===== config.mk =====
export PLATFORM = sky130hd
export DESIGN_NAME = latency_histogram_binner_core
export DESIGN_NICKNAME = d
export VERILOG_FILES = /design/src/lhb_pkg.sv /design/src/latency_histogram_binner_core.sv
export SDC_FILE = /design/constraint.sdc
export NUM_CORES = 2
export LEC_CHECK = 0
export CAP_MARGIN = 20
export CORE_MARGIN = 10
export CORE_UTILIZATION = 60
export DETAILED_ROUTE_END_ITERATION = 10
export DONT_BUFFER_PORTS = 1
export MAX_ROUTING_LAYER = met4
export PLACE_DENSITY = 0.77
export SYNTH_ARGS = -nofsm -noshare
export SYNTH_HDL_FRONTEND = slang
export SYNTH_SLANG_ARGS = --single-unit

===== constraint.sdc =====
create_clock -name clk -period 13.9 [get_ports clk]
set_input_delay 2.78 -clock clk [delete_from_list [all_inputs] [get_ports clk]]
set_output_delay 2.78 -clock clk [all_outputs]
set_load 0.005 [all_outputs]

===== src/lhb_pkg.sv =====
`default_nettype none

package lhb_pkg;

	// Fixed field widths of the ports.
	localparam int LAT_W       = 32;
	localparam int BIN_SIZE_W  = 16;
	localparam int PERIOD_W    = 16;
	localparam int COUNT_W     = 16;
	localparam int SUM_W       = 48;
	localparam int BIN_NUM_W   = 6;
	localparam int BIN_START_W = 22;
	localparam int BAR_W       = 7;
	localparam int CFG_IDX_W   = 2;
	localparam int CFG_DATA_W  = 32;

	// Full-scale bar length of the largest bin.
	localparam int BAR_SCALE = 71;

	// Configuration register indexes.
	localparam logic [CFG_IDX_W-1:0] CFG_BIN_SIZE    = 2'd0;
	localparam logic [CFG_IDX_W-1:0] CFG_MAX_LATENCY = 2'd1;
	localparam logic [CFG_IDX_W-1:0] CFG_PERIOD      = 2'd2;

	// Configuration reset values.
	localparam logic [BIN_SIZE_W-1:0] RST_BIN_SIZE    = 16'd250;
	localparam logic [LAT_W-1:0]      RST_MAX_LATENCY = 32'd20000;
	localparam logic [PERIOD_W-1:0]   RST_PERIOD      = 16'd1000;

	// Shared divider: 32-bit dividend, 16-bit divisor, one quotient bit per cycle.
	localparam int DIV_STEPS = 32;
	localparam int DIV_CNT_W = 6;

	// Micro-operations.
	localparam logic [3:0] OP_NOP       = 4'd0;
	localparam logic [3:0] OP_ACCEPT    = 4'd1;
	localparam logic [3:0] OP_DIV_MAXL  = 4'd2;
	localparam logic [3:0] OP_SET_NB    = 4'd3;
	localparam logic [3:0] OP_DIV_LAT   = 4'd4;
	localparam logic [3:0] OP_SET_BIN   = 4'd5;
	localparam logic [3:0] OP_RD_BIN    = 4'd6;
	localparam logic [3:0] OP_UPDATE    = 4'd7;
	localparam logic [3:0] OP_DIV_MIN   = 4'd8;
	localparam logic [3:0] OP_SET_FIRST = 4'd9;
	localparam logic [3:0] OP_DIV_MAX   = 4'd10;
	localparam logic [3:0] OP_SET_LASTB = 4'd11;
	localparam logic [3:0] OP_RD_IDX    = 4'd12;
	localparam logic [3:0] OP_DIV_BAR   = 4'd13;
	localparam logic [3:0] OP_EMIT      = 4'd14;
	localparam logic [3:0] OP_ADVANCE   = 4'd15;

	// Sequencer conditions. The hold conditions jump to the step itself.
	localparam logic [2:0] C_NEXT      = 3'd0;
	localparam logic [2:0] C_NO_IN     = 3'd1;
	localparam logic [2:0] C_DIV_BUSY  = 3'd2;
	localparam logic [2:0] C_OUT_BLOCK = 3'd3;
	localparam logic [2:0] C_NO_DUMP   = 3'd4;
	localparam logic [2:0] C_MORE      = 3'd5;

	localparam int PC_W = 4;

	typedef struct packed {
		logic [3:0]      op;
		logic [2:0]      cond;
		logic [PC_W-1:0] target;
	} ctrl_word_t;

	// Control store.
	function automatic ctrl_word_t ucode_fetch(input logic [PC_W-1:0] pc);
		ctrl_word_t w;
		unique case (pc)
			4'd0:  w = '{OP_ACCEPT,    C_NO_IN,     4'd0};
			4'd1:  w = '{OP_DIV_MAXL,  C_NEXT,      4'd0};
			4'd2:  w = '{OP_SET_NB,    C_DIV_BUSY,  4'd2};
			4'd3:  w = '{OP_DIV_LAT,   C_NEXT,      4'd0};
			4'd4:  w = '{OP_SET_BIN,   C_DIV_BUSY,  4'd4};
			4'd5:  w = '{OP_RD_BIN,    C_NEXT,      4'd0};
			4'd6:  w = '{OP_UPDATE,    C_NEXT,      4'd0};
			4'd7:  w = '{OP_NOP,       C_NO_DUMP,   4'd0};
			4'd8:  w = '{OP_DIV_MIN,   C_NEXT,      4'd0};
			4'd9:  w = '{OP_SET_FIRST, C_DIV_BUSY,  4'd9};
			4'd10: w = '{OP_DIV_MAX,   C_NEXT,      4'd0};
			4'd11: w = '{OP_SET_LASTB, C_DIV_BUSY,  4'd11};
			4'd12: w = '{OP_RD_IDX,    C_NEXT,      4'd0};
			4'd13: w = '{OP_DIV_BAR,   C_NEXT,      4'd0};
			4'd14: w = '{OP_EMIT,      C_OUT_BLOCK, 4'd14};
			4'd15: w = '{OP_ADVANCE,   C_MORE,      4'd12};
		endcase
		return w;
	endfunction

endpackage

`default_nettype wire


===== src/latency_histogram_binner_core.sv =====
`default_nettype none

// Latency histogram with an outlier bin.
// Configuration: a write on cfg_valid/cfg_ready with cfg_index and cfg_data sets bin_size (0),
// max_latency (1) or period_samples (2). cfg_ready is always high; write only while idle.
// Input: one latency word per in_valid/in_ready handshake. in_ready is high only while the
// sequencer waits at its first step, so the block works on one sample at a time.
// A sample takes two passes of the shared radix-2 divider, which find the bins in use and
// the sample's bin; then the bin memory is read and updated.
// When the period is complete the block dumps one output word per bin from the minimum's bin
// to the maximum's bin: the divider first locates both end bins, then computes each bin's
// rounded-up bar length.
// Output: one word per out_valid/out_ready handshake from an output register, so the
// sequencer prepares the next bin while the current word waits. If the receiver stalls, the
// sequencer holds at its emit step; the final word of a dump carries last, and the
// statistics are cleared in the step after that word is loaded into the output register,
// so the next sample can be taken while the word still waits.
// Reset: configuration returns to 250 / 20000 / 1000, all statistics clear, and the bin
// valid flags clear at once, so no clearing pass is needed; an entry without its valid flag
// reads as zero. The same flags give the per-period clear at once.
module latency_histogram_binner_core
	import lhb_pkg::*;
#(
	parameter int NUM_BINS = 64
) (
	input  wire                    clk,
	input  wire                    arst_n,
	input  wire                    cfg_valid,
	output logic                   cfg_ready,
	input  wire  [CFG_IDX_W-1:0]   cfg_index,
	input  wire  [CFG_DATA_W-1:0]  cfg_data,
	input  wire                    in_valid,
	output logic                   in_ready,
	input  wire  [LAT_W-1:0]       latency,
	output logic                   out_valid,
	input  wire                    out_ready,
	output logic [BIN_NUM_W-1:0]   bin_number,
	output logic [BIN_START_W-1:0] bin_start,
	output logic                   is_outlier,
	output logic [COUNT_W-1:0]     bin_count,
	output logic [BAR_W-1:0]       bar_length,
	output logic [PERIOD_W-1:0]    sample_total,
	output logic [LAT_W-1:0]       lowest_latency,
	output logic [LAT_W-1:0]       highest_latency,
	output logic [SUM_W-1:0]       latency_total,
	output logic                   last
);

	localparam int BIN_W = (NUM_BINS > 2) ? $clog2(NUM_BINS) : 1;
	localparam logic [BIN_W-1:0] TOP_BIN = BIN_W'(NUM_BINS - 1);
	localparam logic [LAT_W-1:0] NB_SAT = LAT_W'(NUM_BINS - 2);
	localparam int BAR_NUM_W = 24;

	// Configuration registers.
	logic [BIN_SIZE_W-1:0] bin_size_q;
	logic [LAT_W-1:0]      max_lat_q;
	logic [PERIOD_W-1:0]   period_q;

	// Sequencer.
	logic [PC_W-1:0] pc_q;
	ctrl_word_t      ucw;
	logic            hold;
	logic            jump;
	logic            fire;

	// Datapath registers.
	logic [LAT_W-1:0]  lat_q;
	logic [BIN_W-1:0]  nbm1_q;
	logic [BIN_W-1:0]  bin_q;
	logic [BIN_W-1:0]  idx_q;
	logic [BIN_W-1:0]  lastb_q;
	logic [COUNT_W-1:0] cnt_q;

	// Bin memory with registered read and per-entry valid flags.
	logic [COUNT_W-1:0]  bin_mem [NUM_BINS];
	logic [NUM_BINS-1:0] vld_q;
	logic [BIN_W-1:0]    rd_addr;
	logic [COUNT_W-1:0]  rd_q;
	logic                rdv_q;
	logic [COUNT_W-1:0]  cur_cnt;
	logic [COUNT_W-1:0]  cnt_new;
	logic                mem_we;

	// Period statistics.
	logic [PERIOD_W-1:0] sample_cnt_q;
	logic [SUM_W-1:0]    sum_q;
	logic [LAT_W-1:0]    min_q;
	logic [LAT_W-1:0]    max_q;
	logic [COUNT_W-1:0]  largest_q;

	// Shared restoring divider.
	logic [BIN_SIZE_W-1:0] div_rem_q;
	logic [LAT_W-1:0]      div_dq_q;
	logic [BIN_SIZE_W-1:0] div_dsr_q;
	logic [DIV_CNT_W-1:0]  div_cnt_q;
	logic                  div_busy;
	logic                  div_start;
	logic [LAT_W-1:0]      div_dividend;
	logic [BIN_SIZE_W-1:0] div_divisor;
	logic [BIN_SIZE_W:0]   rem_sh;
	logic                  div_ge;
	logic [BIN_W-1:0]      q_clamp;
	logic [BAR_NUM_W-1:0]  bar_num;

	// Output register.
	logic                   out_valid_q;
	logic [BIN_NUM_W-1:0]   out_bin_q;
	logic [BIN_START_W-1:0] out_start_q;
	logic                   out_outlier_q;
	logic [COUNT_W-1:0]     out_count_q;
	logic [BAR_W-1:0]       out_bar_q;
	logic [PERIOD_W-1:0]    out_total_q;
	logic [LAT_W-1:0]       out_min_q;
	logic [LAT_W-1:0]       out_max_q;
	logic [SUM_W-1:0]       out_sum_q;
	logic                   out_last_q;

	assign ucw = ucode_fetch(pc_q);
	assign div_busy = (div_cnt_q != '0);

	// A hold condition keeps the step and suppresses its action.
	always_comb begin
		hold = 1'b0;
		jump = 1'b0;
		unique case (ucw.cond)
			C_NEXT:      jump = 1'b0;
			C_NO_IN:     hold = !in_valid;
			C_DIV_BUSY:  hold = div_busy;
			C_OUT_BLOCK: hold = div_busy || (out_valid_q && !out_ready);
			C_NO_DUMP:   jump = (sample_cnt_q < period_q);
			C_MORE:      jump = (idx_q != lastb_q);
			default:     jump = 1'b0;
		endcase
		jump = jump || hold;
		fire = !hold;
	end

	assign in_ready  = (ucw.op == OP_ACCEPT);
	assign cfg_ready = 1'b1;

	// Bin number of the divider's quotient, clamped to the last bin in use.
	assign q_clamp = (div_dq_q > LAT_W'(nbm1_q)) ? nbm1_q : div_dq_q[BIN_W-1:0];

	assign cur_cnt = rdv_q ? rd_q : '0;
	assign cnt_new = (cur_cnt == '1) ? cur_cnt : cur_cnt + COUNT_W'(1);
	assign bar_num = BAR_NUM_W'(cur_cnt) * BAR_NUM_W'(BAR_SCALE)
		+ BAR_NUM_W'(largest_q) - BAR_NUM_W'(1);

	assign rd_addr = (ucw.op == OP_RD_IDX) ? idx_q : bin_q;
	assign mem_we  = (ucw.op == OP_UPDATE);

	// Divider operand selection.
	always_comb begin
		div_start    = 1'b0;
		div_dividend = lat_q;
		div_divisor  = bin_size_q;
		unique case (ucw.op)
			OP_DIV_MAXL: begin
				div_start    = 1'b1;
				div_dividend = max_lat_q;
			end
			OP_DIV_LAT: begin
				div_start = 1'b1;
			end
			OP_DIV_MIN: begin
				div_start    = 1'b1;
				div_dividend = min_q;
			end
			OP_DIV_MAX: begin
				div_start    = 1'b1;
				div_dividend = max_q;
			end
			OP_DIV_BAR: begin
				div_start    = 1'b1;
				div_dividend = LAT_W'(bar_num);
				div_divisor  = largest_q;
			end
			default: div_start = 1'b0;
		endcase
	end

	// One quotient bit per cycle. A zero divisor yields an all-ones quotient.
	assign rem_sh = {div_rem_q, div_dq_q[LAT_W-1]};
	assign div_ge = (rem_sh >= {1'b0, div_dsr_q});

	always_ff @(posedge clk) begin
		if (div_start) begin
			div_dq_q  <= div_dividend;
			div_dsr_q <= div_divisor;
			div_rem_q <= '0;
		end else if (div_busy) begin
			div_dq_q  <= {div_dq_q[LAT_W-2:0], div_ge};
			div_rem_q <= div_ge ? BIN_SIZE_W'(rem_sh - {1'b0, div_dsr_q})
				: rem_sh[BIN_SIZE_W-1:0];
		end
	end

	// Bin memory.
	always_ff @(posedge clk) begin
		rd_q  <= bin_mem[rd_addr];
		rdv_q <= vld_q[rd_addr];
		if (mem_we) begin
			bin_mem[bin_q] <= cnt_new;
		end
	end

	// Payload registers of the datapath.
	always_ff @(posedge clk) begin
		if (fire) begin
			unique case (ucw.op)
				OP_ACCEPT: begin
					lat_q <= latency;
				end
				OP_SET_NB: begin
					nbm1_q <= (div_dq_q >= NB_SAT) ? TOP_BIN
						: div_dq_q[BIN_W-1:0] + BIN_W'(1);
				end
				OP_SET_BIN: begin
					bin_q <= q_clamp;
				end
				OP_SET_FIRST: begin
					idx_q <= q_clamp;
				end
				OP_SET_LASTB: begin
					lastb_q <= q_clamp;
				end
				OP_DIV_BAR: begin
					cnt_q <= cur_cnt;
				end
				OP_ADVANCE: begin
					if (idx_q != lastb_q) begin
						idx_q <= idx_q + BIN_W'(1);
					end
				end
				default: begin
				end
			endcase
		end
	end

	// Output payload, loaded at the emit step once the divider is done and the output register is free.
	always_ff @(posedge clk) begin
		if (fire && ucw.op == OP_EMIT) begin
			out_bin_q     <= BIN_NUM_W'(idx_q);
			out_start_q   <= BIN_START_W'(idx_q) * BIN_START_W'(bin_size_q);
			out_outlier_q <= (idx_q == nbm1_q);
			out_count_q   <= cnt_q;
			out_bar_q     <= (largest_q == '0) ? '0 : div_dq_q[BAR_W-1:0];
			out_total_q   <= sample_cnt_q;
			out_min_q     <= min_q;
			out_max_q     <= max_q;
			out_sum_q     <= sum_q;
			out_last_q    <= (idx_q == lastb_q);
		end
	end

	// Control state, configuration and period statistics.
	always_ff @(posedge clk or negedge arst_n) begin
		if (!arst_n) begin
			pc_q         <= '0;
			div_cnt_q    <= '0;
			out_valid_q  <= 1'b0;
			bin_size_q   <= RST_BIN_SIZE;
			max_lat_q    <= RST_MAX_LATENCY;
			period_q     <= RST_PERIOD;
			vld_q        <= '0;
			sample_cnt_q <= '0;
			sum_q        <= '0;
			min_q        <= '1;
			max_q        <= '0;
			largest_q    <= '0;
		end else begin
			pc_q <= jump ? ucw.target : pc_q + PC_W'(1);

			if (div_start) begin
				div_cnt_q <= DIV_CNT_W'(DIV_STEPS);
			end else if (div_busy) begin
				div_cnt_q <= div_cnt_q - DIV_CNT_W'(1);
			end

			if (fire && ucw.op == OP_EMIT) begin
				out_valid_q <= 1'b1;
			end else if (out_ready) begin
				out_valid_q <= 1'b0;
			end

			if (cfg_valid) begin
				unique case (cfg_index)
					CFG_BIN_SIZE:    bin_size_q <= cfg_data[BIN_SIZE_W-1:0];
					CFG_MAX_LATENCY: max_lat_q  <= cfg_data[LAT_W-1:0];
					CFG_PERIOD:      period_q   <= cfg_data[PERIOD_W-1:0];
					default: begin
					end
				endcase
			end

			if (fire && ucw.op == OP_UPDATE) begin
				vld_q[bin_q] <= 1'b1;
				if (largest_q < cnt_new) begin
					largest_q <= cnt_new;
				end
				sample_cnt_q <= sample_cnt_q + PERIOD_W'(1);
				sum_q        <= sum_q + SUM_W'(lat_q);
				if (min_q > lat_q) begin
					min_q <= lat_q;
				end
				if (max_q < lat_q) begin
					max_q <= lat_q;
				end
			end

			// The final bin of a dump clears the period.
			if (fire && ucw.op == OP_ADVANCE && idx_q == lastb_q) begin
				vld_q        <= '0;
				sample_cnt_q <= '0;
				sum_q        <= '0;
				min_q        <= '1;
				max_q        <= '0;
				largest_q    <= '0;
			end
		end
	end

	assign out_valid       = out_valid_q;
	assign bin_number      = out_bin_q;
	assign bin_start       = out_start_q;
	assign is_outlier      = out_outlier_q;
	assign bin_count       = out_count_q;
	assign bar_length      = out_bar_q;
	assign sample_total    = out_total_q;
	assign lowest_latency  = out_min_q;
	assign highest_latency = out_max_q;
	assign latency_total   = out_sum_q;
	assign last            = out_last_q;

endmodule

`default_nettype wire


==> impl_metrics.py <==
metrics = {
    "timing": {
        "fin_skew_ps": 47.55,
        "fin_setup_tns_ps": 0,
        "finalSetupViolCount": 0,
        "setup_ws_ps": 7702,
        "rsz0062_at_grt": "no",
        "period_needed_ps": 6198,
        "tightest_slew_ps": 1114,
        "finalHoldViolCount": 0,
        "period_share_pct": 44.59,
        "drv_slew": 0,
        "hold_slack_ps": 457.9,
        "max-slew-margin-rel_pct": 25.68,
        "max_freq_mhz": 161.3,
    },
    "logic_synthesis": {
        "yosys.area.top_type": "edfxtp_1",
        "ys.flop_type": "edfxtp_1",
        "synth_nets": 5246,
        "syn_area_per_cell_um2": 15.30,
        "synth_cell_types": 76,
        "syn_inst": 4815,
        "syn_area_um2": 73680,
        "synth_warnings": 0,
        "synth-edff-count": 1325,
        "synth_seq_cells": 1641,
        "async_flop_share_pct": 17.25,
        "synth.area.top_cells": "edfxtp_1 (54%), mux4_2 (8.3%), dfrtp_1 (7.9%), ha_1 (4.6%), fa_1 (2.4%)",
        "synth_top_area_share_pct": 54.00,
        "synth_seq_area_share_pct": 64.59,
    },
    "floorplanning": {
        "coreArea_um2": 121900,
        "start_util_pct": 60.45,
        "ios": 255,
        "die_w_um": 370.4,
        "std_cell_rows": 128,
        "die_height_um": 370.4,
        "fp.dieArea_um2": 137200,
    },
    "worst_setup_path": {
        "cp_data_arrival_time_ps": 6870,
        "crit_family": "buffers and inverters",
        "cp_max_fo": 93,
        "required_ps": 14570,
        "critPathBufInv": 3,
        "cp-end-kind": "flip-flop",
        "cp-start-kind": "flip-flop",
        "timing.critical_path.mode_cell": "buf_4",
        "slowest_stage": "dfrtp_1",
        "cp_slowest_stage_delay_ps": 850,
        "crit_chain": "nand2_1 > nor2_2 > mux2i_4 > buf_4 > buf_12 > buf_4 > mux4_2 > mux2i_1 > o22ai_1 > or4_1",
        "crit_type": "flip-flop to flip-flop",
        "r2r_slack_ps": 7700,
    },
    "flow_run": {
        "drv_cap": 0,
    },
    "global_routing": {
        "grt_usage_pct": 28.47,
        "grt-ovfl-total": 0,
        "grt_pass1_vias": 42950,
        "antenna_found_initial": 17,
        "grt_max_degree": 284,
        "grt_pass1_wl_um": 282100,
    },
    "layout": {
        "fin_nets": 5309,
        "final_cell_mix": "edfxtp_1 (1325), nand2_1 (309), inv_1 (291)",
        "fin_area_um2": 81350,
        "final_common_cell": "edfxtp_1",
        "instances_no_fill": 6661,
        "layout-drive-gt1-share_pct": 16.63,
        "syn_to_final_growth_pct": 10.41,
    },
    "power": {
        "power_density_nw_per_um2": 208.4,
        "p_leak_nw": 32.76,
        "peakVddDrop_mv": 0.2003,
    },
    "clock_network": {
        "postCtsHoldBufs": 0,
        "cts_buffer_depth": 3,
        "cts.reportedPaths.clkPinSlew_ps": 70,
        "ctsResizeCount": 0,
        "numCtsBuffers": 162,
        "root_buffer": "clkbuf_16",
        "cts_tree": "built",
        "post_cts_buffers": 0,
        "htreeDepth": 4,
        "clock_sinks": 1641,
        "clock_latency_ps": 830,
    },
    "placed_design": {
        "dpl_cell_area_um2": 75960,
        "port_buffers": 0,
        "dp_hpwl_um": 123500,
        "pre_cts_ws_ps": 7672,
        "placed_cells": 6336,
        "place_congestion": 0.9504,
    },
    "routing": {
        "ant_nets": 0,
        "wl_per_cell_um": 28.55,
        "via_per_inst": 6.482,
        "num_vias": 43180,
        "drt_pre_antenna_iters": 9,
        "drc": 0,
        "drt_iter0_drc": 5386,
        "wl_um": 190200,
    },
    "worst_hold_path": {
        "hold_path.class": "flip-flop to flip-flop",
    },
    "status": {
        "status": "complete, no violations",
    },
}
path summary, 6_finish.rpt:
path	start	to	cells after the start
setup / recovery	pc_q[2]	rd_q[1]	10
hold / removal	cnt_q[0]	bin_count[0]	0
setup reg to reg	pc_q[2]	rd_q[1]	10
hold reg to reg	cnt_q[0]	bin_count[0]	0
max in group asynchronous	arst_n	largest_q[2]	0
min in group asynchronous	arst_n	sum_q[5]	0
sequential cells by signal, indices dropped and copies added (netlist names), 48 cells and up:
register	flops
bin_mem	1024
latency_total	48
sum_q	48
vld_q	64
kinds of logic after synthesis:
| kind of cell | share of synthesized area, % |
|---|---|
| other | 0.005090 |
| XOR/XNOR | 1.712 |
| flip-flops | 64.59 |
| buffers and inverters | 2.709 |
| AO/OA/AOI/OAI | 6.606 |
| AND/OR/NAND/NOR | 5.770 |
| multiplexers | 11.57 |
| adder cells (fa/ha/maj) | 7.031 |
metal layers:
layer / track usage [%] / routed length [µm] / vias to the layer above
met5: - / 0 / -
met4: 11.87 / 8493 / 0
met3: 5.575 / 18210 / 438
met2: 44.85 / 92730 / 2252
met1: 36.37 / 70730 / 22020
li1: - / - / 18470
power breakdown:
group	switching [W]	leakage, nW	internal, W
sequential	0.000658	18.1	0.00602
combinational	0.00357	12.0	0.00234
clock	0.00194	2.57	0.00242
cell type report:
class,count,area (µm²)
sequential,1641,47590
clock inverter,91,954.7
fill,8084,40530
tap,1625,2033
timing repair buffer,120,970.9
antenna,22,55.05
inverter,294,1104
clock buffer,209,4332
multi-input combinational,2659,24310
Yosys cell counts (all sizes together), types with 8 or more instances:
cell,count
mux2,79
or4,22
o21ai,135
a21boi,8
dfrtp,234
or3,14
a211oi,14
a31oi,17
a221oi,16
nor3,22
o31ai,12
or2,19
clkbuf,134
nand4,44
o211ai,19
o21a,15
o221ai,15
a22o,36
nand2,311
buf,87
nor2b,19
dfxtp,33
nor2,281
a222oi,30
ha,270
o22a,32
dfstp,49
o22ai,74
a21oi,196
mux4,272
nor4,20
nand3,48
nand2b,31
xor2,67
and2,42
a21o,73
nand3b,10
inv,293
edfxtp,1325
fa,90
mux2i,151
o21bai,14
and3,16
xnor2,77
stage by stage:
stage                     utilization, %  total power [W]
after floorplan                        -          0.01071
after global placement             62.31          0.01241
after detailed placement           62.33          0.01254
after CTS                          66.67          0.01690
after global routing               66.74          0.01779
final                              66.75          0.01695
(Power assumes the default switching activity.)
